File: src/hw/rtl/swiglu_pkg.sv
// shared types, constants and elaboration-time sigmoid table math for the swiglu unit
package swiglu_pkg;

    // total register stages from input item to output register
    localparam int PIPE_DEPTH = 9;

    // fixed point used while building the sigmoid table
    localparam int              QS       = 28;
    localparam longint unsigned Q_ONE    = 64'd1 << QS;
    localparam longint unsigned Q_MASK   = Q_ONE - 64'd1;
    localparam longint unsigned Q_EULER  = 64'd729683222;
    localparam longint unsigned X_CUTOFF = 64'd20;

    // sign flags that travel with an item
    typedef struct packed {
        logic gate_neg;
        logic res_neg;
    } sign_flags_t;

    // shift-subtract division, returns {quotient, remainder}
    function automatic logic [127:0] udivmod(input longint unsigned a,
                                             input longint unsigned b);
        logic [63:0] q;
        logic [63:0] r;
        q = '0;
        r = '0;
        for (int k = 63; k >= 0; k--) begin
            r = {r[62:0], a[k]};
            if (r >= b) begin
                r    = r - b;
                q[k] = 1'b1;
            end
        end
        return {q, r};
    endfunction

    // (a * b) >> QS, truncated
    function automatic longint unsigned qmul(input longint unsigned a,
                                             input longint unsigned b);
        longint unsigned hi;
        longint unsigned lo;
        hi = a >> QS;
        lo = a & Q_MASK;
        return hi * b + ((lo * b) >> QS);
    endfunction

    // one sigmoid table point in unsigned Q.fb
    function automatic longint unsigned sigmoid_point(input int unsigned i,
                                                      input int unsigned dw,
                                                      input int unsigned fb,
                                                      input int unsigned depth);
        longint unsigned num;
        longint unsigned den;
        longint unsigned whole;
        longint unsigned rem;
        longint unsigned f;
        longint unsigned term;
        longint unsigned sum;
        longint unsigned e;
        longint unsigned d;
        longint unsigned inv;
        logic [127:0]    qr;
        num   = longint'(i) << (dw - 1);
        den   = longint'(depth) << fb;
        qr    = udivmod(num, den);
        whole = qr[127:64];
        rem   = qr[63:0];
        if (whole >= X_CUTOFF) begin
            return 64'd1 << fb;
        end
        // fraction of x in Q.28
        f = '0;
        for (int k = 0; k < QS; k++) begin
            rem = rem << 1;
            f   = f << 1;
            if (rem >= den) begin
                rem = rem - den;
                f   = f | 64'd1;
            end
        end
        // series for e^f
        term = Q_ONE;
        sum  = Q_ONE;
        for (int n = 1; n <= 16; n++) begin
            qr   = udivmod(qmul(term, f), longint'(n));
            term = qr[127:64];
            sum  = sum + term;
        end
        // whole units of e
        e = sum;
        for (longint unsigned k = 0; k < whole; k++) begin
            e = qmul(e, Q_EULER);
        end
        d   = Q_ONE + e;
        qr  = udivmod((64'd1 << (fb + QS)) + (d >> 1), d);
        inv = qr[127:64];
        return (64'd1 << fb) - inv;
    endfunction

endpackage

File: src/hw/rtl/swiglu_product.sv
// gate times sigmoid, times up, rounding and saturation stages
module swiglu_product #(
    parameter int DATA_WIDTH = 16,
    parameter int FRAC_BITS  = 12
) (
    input  logic                          clk,
    input  logic                          rst_n,
    input  logic                          in_valid,
    output logic                          in_ready,
    input  logic [DATA_WIDTH-1:0]         mag_gate,
    input  logic [DATA_WIDTH-1:0]         mag_up,
    input  logic [FRAC_BITS:0]            sig,
    input  swiglu_pkg::sign_flags_t       flags,
    output logic                          out_valid,
    input  logic                          out_ready,
    output logic signed [DATA_WIDTH-1:0]  activation
);

    localparam int DW = DATA_WIDTH;
    localparam int FB = FRAC_BITS;
    localparam int SW = FB + 1;
    localparam int AW = DW + SW;
    localparam int BW = 2 * DW + 1;

    localparam logic [AW-1:0] HALF_A  = AW'(1) << (FB - 1);
    localparam logic [BW-1:0] HALF_B  = BW'(1) << (FB - 1);
    localparam logic [BW-1:0] POS_LIM = (BW'(1) << (DW - 1)) - 1'b1;
    localparam logic [BW-1:0] NEG_LIM = BW'(1) << (DW - 1);

    logic            v0_reg, v1_reg, v2_reg, v3_reg;
    logic [AW-1:0]   araw0_reg;
    logic [DW-1:0]   a1_reg;
    logic [2*DW-1:0] p2_reg;
    logic [DW-1:0]   mu0_reg, mu1_reg;
    logic            neg0_reg, neg1_reg, neg2_reg;
    logic [DW-1:0]   res3_reg;

    logic [AW-1:0]   a_sum;
    logic [BW-1:0]   b_sum, b_mag;
    logic [DW-1:0]   res_next;

    logic en0, en1, en2, en3;

    // stage advance enables
    assign en3      = !v3_reg || out_ready;
    assign en2      = !v2_reg || en3;
    assign en1      = !v1_reg || en2;
    assign en0      = !v0_reg || en1;
    assign in_ready = en0;

    // first product rounded half up on the magnitude
    assign a_sum = araw0_reg + HALF_A;

    // second product rounded, then clipped and signed
    always_comb
    begin
        b_sum = BW'(p2_reg) + HALF_B;
        b_mag = b_sum >> FB;
        if (neg2_reg)
        begin
            if (b_mag > NEG_LIM) b_mag = NEG_LIM;
            res_next = ~b_mag[DW-1:0] + 1'b1;
        end
        else
        begin
            if (b_mag > POS_LIM) b_mag = POS_LIM;
            res_next = b_mag[DW-1:0];
        end
    end

    // valid bits
    always_ff @(posedge clk or negedge rst_n)
    begin
        if (!rst_n)
        begin
            v0_reg <= 1'b0;
            v1_reg <= 1'b0;
            v2_reg <= 1'b0;
            v3_reg <= 1'b0;
        end
        else
        begin
            if (en0) v0_reg <= in_valid;
            if (en1) v1_reg <= v0_reg;
            if (en2) v2_reg <= v1_reg;
            if (en3) v3_reg <= v2_reg;
        end
    end

    // payload
    always_ff @(posedge clk)
    begin
        if (en0 && in_valid)
        begin
            araw0_reg <= AW'(mag_gate) * AW'(sig);
            mu0_reg   <= mag_up;
            neg0_reg  <= flags.res_neg;
        end
        if (en1 && v0_reg)
        begin
            a1_reg   <= a_sum[FB+DW-1:FB];
            mu1_reg  <= mu0_reg;
            neg1_reg <= neg0_reg;
        end
        if (en2 && v1_reg)
        begin
            p2_reg   <= (2*DW)'(a1_reg) * (2*DW)'(mu1_reg);
            neg2_reg <= neg1_reg;
        end
        if (en3 && v2_reg)
        begin
            res3_reg <= res_next;
        end
    end

    assign out_valid  = v3_reg;
    assign activation = res3_reg;

endmodule

File: config.mk
export PLATFORM = sky130hd
export DESIGN_NAME = swiglu_product
export DESIGN_NICKNAME = d
export VERILOG_FILES = /design/src/hw/rtl/swiglu_pkg.sv /design/src/hw/rtl/swiglu_product.sv
export SDC_FILE = /design/constraint.sdc
export NUM_CORES = 1
export LEC_CHECK = 0
export BUFFER_PORTS_ARGS = -buffer_cell sky130_fd_sc_hd__buf_2
export CAP_MARGIN = 20
export CORE_MARGIN = 2
export CORE_UTILIZATION = 55
export DETAILED_ROUTE_END_ITERATION = 10
export GPL_TIMING_DRIVEN = 0
export PLACE_DENSITY_LB_ADDON = 0.15
export SLEW_MARGIN = 15
export SYNTH_ARGS = -nofsm -noshare
export SYNTH_HDL_FRONTEND = slang
export SYNTH_SLANG_ARGS = --single-unit
File: constraint.sdc
create_clock -name clk -period 6 [get_ports clk]
set_clock_uncertainty 0.1 [all_clocks]
set_input_delay 0.3 -clock clk [delete_from_list [all_inputs] [get_ports clk]]
set_output_delay 0.3 -clock clk [all_outputs]
set_load 0.01 [all_outputs]
==> results of run 1 <==
logic make-up after synthesis:
logic type | share of synthesized area
simple gates | 0.162
fa+ha+maj | 0.481
buf+inv | 0.0975
compound gates | 0.0512
flops | 0.173
xor+xnor | 0.0340
mux | 0.000533
worst min-delay path by stage:
stage              start         end  slack, ns  depth (start not counted)
5_1_grt        mag_up[6]  mu0_reg[6]      -0.01                          1
2_1_floorplan      rst_n   out_valid       -0.1                          0
6_report       mag_up[6]  mu0_reg[6]      0.006                          1
3_5_place_dp       rst_n      v1_reg       0.01                          1
4_1_cts        mag_up[4]  mu0_reg[4]     0.0004                          1
3_3_place_gp       rst_n      v0_reg      0.005                          1
area by class of cell:
| cell class | count | area (µm²) |
|---|---|---|
| inverter | 408 | 1530 |
| buffer | 63 | 452 |
| fill | 2856 | 12500 |
| multi-input combinational | 1346 | 13900 |
| tap | 448 | 561 |
| clock inverter | 6 | 55.1 |
| sequential | 109 | 3250 |
| clock buffer | 10 | 229 |
| timing repair buffer | 159 | 1120 |
timing repair:
action	in CTS	in global routing
buffers inserted	65	14
resized for setup	93	37
hold endpoints to repair	13	1
hold buffers	10	1
pin swaps	39	34
setup endpoints to repair	19	22
metal layers:
layer	vias up	part of all wire	track usage
met4	0	0.042	0.117
li1	6243	-	-
met5	-	0	0
met1	6857	0.41	0.329
met2	372	0.50	0.460
met3	115	0.046	0.0251
worst max-delay path: cells and delay by family, from the launching register on:
kind            cells  cell delay (ns)
compound gates      6             0.87
flops               1             0.44
simple gates        3             0.43
buf+inv             7             0.68
fa+ha+maj           7             3.29
xor+xnor            1             0.15
Yosys cell counts (all sizes together), types with 22 or more instances:
master and number:
inv 408, fa 345, nand2 301, and2 185
ha 171, edfxtp 105, clkbuf 67, xnor2 51
nor2 37, nand3 31, a21oi 29, o21ai 28
a21o 22, xor2 22
metrics by stage:
step	utilization	std cells	cell area, µm²	hold WS (ns)
after global routing	0.629	2549	21100	-0.0125
after floorplan	-	1937	18800	-0.0956
after detailed placement	0.588	2454	19800	0.0122
final	0.629	2549	21100	0.00585
after global placement	0.587	2452	19700	0.00545
after CTS	0.624	2545	21000	0.000410
==> results.py, run 1 <==
metrics = {
    "synthesis": {
        "synthTopCellsByArea": "fa_1, edfxtp_1, ha_1",
        "synth_flop_cell": "edfxtp_1",
        "yosysTopAreaCellShare": 0.368,
        "synthesis.nets": 2504,
        "synthCells": 1937,
        "synth-edff-count": 105,
        "ys_ff_latch": 109,
        "syn_avg_cell_area_um2": 9.70,
        "async_reset_ff_frac": 0.0367,
        "synth_cell_types": 63,
        "yosysWarnings": 0,
        "synth_largest_area_cell": "fa_1",
        "syn_area_um2": 18800,
        "ys_seq_area_frac": 0.173,
    },
    "outcome": {
        "violations": "negative setup slack",
        "status": "finished with violations",
    },
    "finish": {
        "largest_reg_flops": 21,
        "final_cell_mix": "inv_1, fa_1, nand2_1",
        "diodes": 0,
        "final_common_cell": "inv_1",
        "synthToLayoutAreaGrowth_pct": 12.5,
        "nNetsFinal": 2663,
        "drive_above_1_share": 0.130,
    },
    "clocking": {
        "cts_tree": "yes",
        "clock-sinks": 109,
        "h-tree-depth": 3,
        "clkTransAtPathRegs_ns": 0.08,
        "numCtsBuffers": 9,
        "clock_latency_ns": 0.37,
        "clock_path_buffers": 2,
        "cts_root_buf": "clkbuf_16",
    },
    "floorplan": {
        "die_h_um": 189,
        "fp.coreArea_um2": 33600,
        "ios": 69,
        "dieArea_um2": 35700,
        "start_util": 0.559,
        "row_count": 67,
        "die_x_um": 189,
    },
    "setup_path": {
        "max_stage_delay_ns": 0.56,
        "path_max_fanout": 6,
        "cpMaxStageDelayCell": "fa_2",
        "crit_end": "p2_reg[23]",
        "timing.rr.start": "mu1_reg[6]",
        "path_class": "flip-flop to flip-flop",
        "end_kind": "flip-flop",
        "cp_data_required_time_ns": 6.01,
        "rr_worst_depth": 24,
        "path_common_cell": "fa_1",
        "r2r_setup_slack_ns": -0.21,
        "cp.arrival_ns": 6.22,
        "r2r-end": "p2_reg[23]",
        "cp-startpoint": "mu1_reg[6]",
        "worstPathCellList": "clkbuf_8 -> buf_6 -> and2_4 -> fa_1 -> inv_1 -> fa_1 -> fa_1 -> inv_1 -> fa_1 -> fa_1 -> inv_2 -> fa_2 -> inv_2 -> ha_4 -> nor3_1 -> nor2_2 -> o21ai_2 -> buf_4 -> a21o_1 -> o21ai_2 -> a21o_1 -> a21oi_2 -> o21bai_1 -> xor2_1",
        "start_kind": "flip-flop",
    },
    "grt": {
        "grt.total_usage": 0.262,
        "grt_pass1_vias": 14597,
        "grt_max_degree": 34,
        "grt_antenna_before_repair": 0,
        "grt_pass1_wl_um": 72800,
        "grt_overflow": 0,
    },
    "route": {
        "firstDrtPassIters": 7,
        "via_per_inst": 5.33,
        "dr.first_iter.drc_count": 810,
        "drc": 0,
        "ant_nets": 0,
        "wl_um": 43500,
        "num_vias": 13587,
        "wl_per_cell_um": 17.1,
    },
    "place": {
        "pre_cts_ws_ns": -0.931,
        "portBuffers": 67,
        "dp_hpwl_um": 35700,
        "globalplace.congestion": 0.939,
    },
    "sta": {
        "worst_pin_slew_ns": 0.993,
        "worst_slack_ns": -0.210,
        "rsz0062_at_grt": "true",
        "maxSlewViolCount": 0,
        "tns_ns": -1.05,
        "setup_viol": 10,
        "fin_crit_sh": 1.04,
        "post-route-min-period_ns": 6.21,
        "slew_headroom": 0.338,
        "fmax_mhz": 161,
        "final_hold_viol_count": 0,
    },
    "min_path": {
        "hp-class": "input pin to flip-flop",
    },
    "job": {
        "max_cap_violations": 0,
    },
}
Power of run 1 is left out: the tool's default activity adds up to more than one toggle a clock period on the data nets, which glitch-free logic cannot reach.
==> inputs of run 2 (changes only) <==
--- a/config.mk
+++ b/config.mk
@@ -7,6 +7,7 @@
 export LEC_CHECK = 0
 export BUFFER_PORTS_ARGS = -buffer_cell sky130_fd_sc_hd__buf_2
 export CAP_MARGIN = 20
+export CORE_ASPECT_RATIO = 0.5
 export CORE_MARGIN = 2
 export CORE_UTILIZATION = 55
 export DETAILED_ROUTE_END_ITERATION = 10
==> constraint.sdc (replaced) <==
create_clock -name clk -period 6.9 [get_ports clk]
set_clock_uncertainty 0.1 [all_clocks]
set_input_delay 0.345 -clock clk [delete_from_list [all_inputs] [get_ports clk]]
set_output_delay 0.345 -clock clk [all_outputs]
set_load 0.01 [all_outputs]
==> results.py, run 2 (synthesized netlist as in run 1, its figures left out) <==
metrics = {
    "min_path": {
        "hp-start": "mag_up[12]",
        "hold_end": "mu0_reg[12]",
        "hp-class": "input pin to flip-flop",
        "holdPathStages": 1,
    },
    "floorplan": {
        "die_h_um": 135,
        "fp.coreArea_um2": 33300,
        "dieArea_um2": 35800,
        "die_x_um": 265,
        "start_util": 0.564,
        "ios": 69,
        "row_count": 47,
    },
    "clocking": {
        "clock_latency_ns": 0.37,
        "h-tree-depth": 3,
        "clock_path_buffers": 2,
        "cts_tree": "yes",
        "clkTransAtPathRegs_ns": 0.07,
        "clock-sinks": 109,
        "numCtsBuffers": 9,
        "cts_root_buf": "clkbuf_16",
    },
    "route": {
        "drc": 0,
        "num_vias": 13118,
        "ant_nets": 0,
        "via_per_inst": 5.30,
        "wl_per_cell_um": 16.9,
        "firstDrtPassIters": 5,
        "dr.first_iter.drc_count": 944,
        "wl_um": 41900,
    },
    "setup_path": {
        "r2r_setup_slack_ns": 0.27,
        "crit_buf_inv": 7,
        "max_stage_delay_ns": 0.55,
        "path_max_fanout": 10,
        "path_class": "flip-flop to flip-flop",
        "timing.rr.start": "a1_reg[8]",
        "worstPathCellList": "clkbuf_4 -> nand2_1 -> fa_1 -> fa_1 -> inv_1 -> fa_1 -> inv_1 -> fa_1 -> inv_1 -> fa_1 -> inv_1 -> fa_1 -> inv_1 -> ha_1 -> a21o_1 -> a31o_2 -> a31oi_4 -> buf_12 -> a21o_1 -> o21ai_0 -> a21o_1 -> a21oi_1 -> o21bai_1 -> xor2_1",
        "r2r-end": "p2_reg[23]",
        "cpLargestDelayFamily": "adder cells",
        "end_kind": "flip-flop",
        "cpMaxStageDelayCell": "fa_1",
        "start_kind": "flip-flop",
        "cp_data_required_time_ns": 6.91,
        "path_common_cell": "fa_1",
        "cp.arrival_ns": 6.63,
        "rr_worst_depth": 24,
    },
    "finish": {
        "final_cell_mix": "inv_1, fa_1, nand2_1",
        "utilization": 0.607,
        "largest_reg_flops": 21,
        "synthToLayoutAreaGrowth_pct": 7.72,
        "drive_above_1_share": 0.0796,
        "diodes": 0,
        "nNetsFinal": 2598,
        "final_common_cell": "inv_1",
        "stdcell_area_um2": 20200,
    },
    "sta": {
        "worst_slack_ns": 0.272,
        "fmax_mhz": 151,
        "maxSlewViolCount": 0,
        "post-route-min-period_ns": 6.63,
        "final_hold_viol_count": 0,
        "setup_viol": 0,
        "worst_pin_slew_ns": 0.955,
        "slew_headroom": 0.363,
        "fin_crit_sh": 0.961,
    },
    "place": {
        "dp_hpwl_um": 34600,
        "dpl-instance-area_um2": 19700,
        "globalplace.congestion": 0.919,
        "portBuffers": 67,
        "pre_cts_ws_ns": -0.833,
    },
    "grt": {
        "grt_overflow": 0,
        "grt_pass1_wl_um": 70100,
        "grt_antenna_before_repair": 1,
        "grt_pass1_vias": 13671,
        "grt.total_usage": 0.250,
        "grt_max_degree": 34,
    },
    "job": {
        "max_cap_violations": 0,
    },
    "outcome": {
        "status": "finished clean",
    },
}
## run 2: changes by cell type in the layout (fill, tap and decap cells not counted), sizes merged
cell / delta
dlygate4sd3: -10
buf: -66
clkbuf: +11
## run 2: metal layers
| layer | wire [µm] | vias up | GRT usage |
|---|---|---|---|
| met2 | 19200 | 482 | 0.418 |
| met4 | 831 | 2 | 0.0603 |
| met3 | 3100 | 59 | 0.0379 |
| li1 | - | 6121 | - |
| met5 | 14 | - | 0 |
| met1 | 18800 | 6454 | 0.349 |
## run 2: stage by stage
step           hold slack, ns  instances  setup TNS [ns]
6_report               0.0482       2477               0
5_1_grt                0.0302       2477        -0.00176
4_1_cts                0.0316       2467               0
3_5_place_dp           0.0550       2447           -6.82
3_3_place_gp           0.0538       2445           -5.43
2_1_floorplan         -0.0506       1937               0
## run 2: worst max path at each step
| stage | startpoint | end | slack [ns] | cells past startpoint |
|---|---|---|---|---|
| after floorplan | mu1_reg[1] | p2_reg[31] | 0.47 | 23 |
| after global placement | a1_reg[9] | p2_reg[31] | -0.77 | 23 |
| after detailed placement | a1_reg[9] | p2_reg[31] | -0.83 | 23 |
| after CTS | a1_reg[1] | p2_reg[31] | 0.004 | 21 |
| after global routing | mu1_reg[2] | p2_reg[23] | -0.002 | 24 |
| final | a1_reg[8] | p2_reg[23] | 0.27 | 24 |
## run 2: cell type report
| type | instances | area, µm² |
|---|---|---|
| tap | 441 | 552 |
| clock buffer | 10 | 229 |
| multi-input combinational | 1346 | 13700 |
| buffer | 70 | 338 |
| sequential | 109 | 3250 |
| inverter | 408 | 1530 |
| clock inverter | 6 | 55.1 |
| timing repair buffer | 87 | 538 |
| fill | 2885 | 13100 |
## run 2: repair_timing
action / CTS / global route
buffers inserted: 5 / 12
endpoints found under the setup margin: 18 / 6
hold buffers: 1 / 0
endpoints found under the hold margin: 4 / 0
pin swaps: 0 / 1
gates resized for setup: 27 / 24
Power of run 2 is left out for the same reason.
==> inputs of run 3 (changes only) <==
==> constraint.sdc (replaced) <==
create_clock -name clk -period 6.6 [get_ports clk]
set_clock_uncertainty 0.1 [all_clocks]
set_input_delay 0.33 -clock clk [delete_from_list [all_inputs] [get_ports clk]]
set_output_delay 0.33 -clock clk [all_outputs]
set_load 0.01 [all_outputs]
==> results.py, run 3 (synthesized netlist as in run 1, its figures left out) <==
metrics = {
    "place": {
        "dp_hpwl_um": 34600,
        "portBuffers": 67,
        "placed_cells": 2447,
        "globalplace.congestion": 0.919,
    },
    "setup_path": {
        "cp_data_required_time_ns": 6.61,
        "cp.arrival_ns": 6.34,
        "rr_worst_depth": 20,
        "r2r-end": "p2_reg[23]",
        "max_stage_delay_ns": 0.55,
        "path_common_cell": "fa_1",
        "timing.rr.start": "a1_reg[12]",
        "cp-startpoint": "a1_reg[12]",
        "path_max_fanout": 10,
        "start_kind": "flip-flop",
        "crit_end": "p2_reg[23]",
        "worstPathCellList": "clkbuf_4 -> nand2_1 -> fa_1 -> fa_1 -> inv_1 -> fa_1 -> inv_1 -> fa_1 -> fa_1 -> fa_1 -> inv_1 -> ha_1 -> a21oi_1 -> nor2b_2 -> a21o_1 -> o21ai_0 -> a21o_1 -> a21oi_2 -> o21bai_1 -> xor2_1",
        "r2r_setup_slack_ns": 0.26,
        "end_kind": "flip-flop",
        "cpMaxStageDelayCell": "fa_1",
        "path_class": "flip-flop to flip-flop",
    },
    "finish": {
        "final_cell_count_no_fill": 2505,
        "synthToLayoutAreaGrowth_pct": 8.98,
        "final_cell_mix": "inv_1, fa_1, nand2_1",
        "drive_above_1_share": 0.0945,
        "largest_reg_flops": 21,
        "final_common_cell": "inv_1",
        "nNetsFinal": 2625,
        "n_fill_cell": 2857,
    },
    "clocking": {
        "cts_root_buf": "clkbuf_16",
        "clock_path_buffers": 2,
        "clock-sinks": 109,
        "cts_tree": "yes",
        "clock_latency_ns": 0.37,
        "numCtsBuffers": 9,
        "clkTransAtPathRegs_ns": 0.08,
        "h-tree-depth": 3,
    },
    "floorplan": {
        "start_util": 0.564,
        "dieArea_um2": 35800,
        "row_count": 47,
        "fp.coreArea_um2": 33300,
        "ios": 69,
        "die_x_um": 265,
        "die_h_um": 135,
    },
    "sta": {
        "post-route-min-period_ns": 6.34,
        "slew_headroom": 0.375,
        "tns_ns": 0,
        "fmax_mhz": 158,
        "fin_crit_sh": 0.960,
        "maxSlewViolCount": 0,
        "holdWs_ns": 0.0310,
        "worst_pin_slew_ns": 0.938,
        "setup_viol": 0,
        "final_hold_viol_count": 0,
    },
    "grt": {
        "grt_pass1_wl_um": 71000,
        "grt_antenna_before_repair": 1,
        "grt_pass1_vias": 13822,
        "grt_max_degree": 34,
        "grt_overflow": 0,
        "grt.total_usage": 0.255,
    },
    "route": {
        "via_per_inst": 5.29,
        "drc": 0,
        "ant_nets": 0,
        "num_vias": 13253,
        "dr.first_iter.drc_count": 918,
        "firstDrtPassIters": 5,
        "wl_per_cell_um": 17.0,
        "wl_um": 42700,
    },
    "min_path": {
        "hp-class": "input pin to flip-flop",
    },
    "job": {
        "max_cap_violations": 0,
    },
    "outcome": {
        "status": "finished clean",
    },
}
-- run 3: cell count changes in the layout (fill, tap and decap cells not counted), moves of 2 or more --
cell and change:
buf_4 +35, buf_2 +5, a21oi_1 -2, clkbuf_2 -10
a21oi_2 +2
-- run 3: worst max-delay path: cells and delay by family, from the launching register on --
| family | cells | cell delay (ns) |
|---|---|---|
| adder cells (fa/ha/maj) | 7 | 3.36 |
| AO/OA/AOI/OAI | 6 | 1.06 |
| flip-flops | 1 | 0.50 |
| buffers and inverters | 4 | 0.47 |
| AND/OR/NAND/NOR | 2 | 0.44 |
| XOR/XNOR | 1 | 0.14 |
-- run 3: worst min path at each step --
stage,start,to,slack (ns),cells after the start
after floorplan,rst_n,out_valid,-0.07,0
after global placement,rst_n,v1_reg,0.04,1
after detailed placement,rst_n,v0_reg,0.04,1
after CTS,mag_up[8],mu0_reg[8],0.02,1
after global routing,mag_up[2],mu0_reg[2],0.02,1
final,mag_up[12],mu0_reg[12],0.03,1
-- run 3: per-stage QoR --
stage / instance area, µm² / utilization / setup WS (ns)
3_5_place_dp: 19700 / 0.592 / -1.13
2_1_floorplan: 18800 / - / 0.174
5_1_grt: 20500 / 0.614 / -0.0112
4_1_cts: 20300 / 0.609 / 0.0304
6_report: 20500 / 0.614 / 0.263
3_3_place_gp: 19700 / 0.590 / -1.07
-- run 3: layout make-up --
type,instances,area (µm²),area share
Buffer,72,369,0.0180
Timing Repair Buffer,112,713,0.0348
Inverter,408,1530,0.0748
Multi-Input combinational cell,1346,13800,0.673
Tap cell,441,552,0.0269
Antenna cell,1,2.50,0.000122
Sequential cell,109,3250,0.159
Clock buffer,10,229,0.0112
Clock inverter,6,55.1,0.00269
-- run 3: what timing repair did --
item / 4_1_cts / 5_1_grt
setup buffers: 27 / 15
hold buffers: 1 / 0
gates resized for setup: 46 / 31
pin swaps: 1 / 4
endpoints found under the hold margin: 4 / 0
setup endpoints to repair: 20 / 9
-- run 3: layer usage --
metal,vias to the layer above,wire length (µm),track usage,part of all wire
li1,6184,-,-,-
met4,0,1110,0.0694,0.026
met2,488,19400,0.423,0.45
met5,-,0,0,0
met1,6498,18900,0.350,0.44
met3,83,3290,0.0456,0.077
Power of run 3 is left out for the same reason.
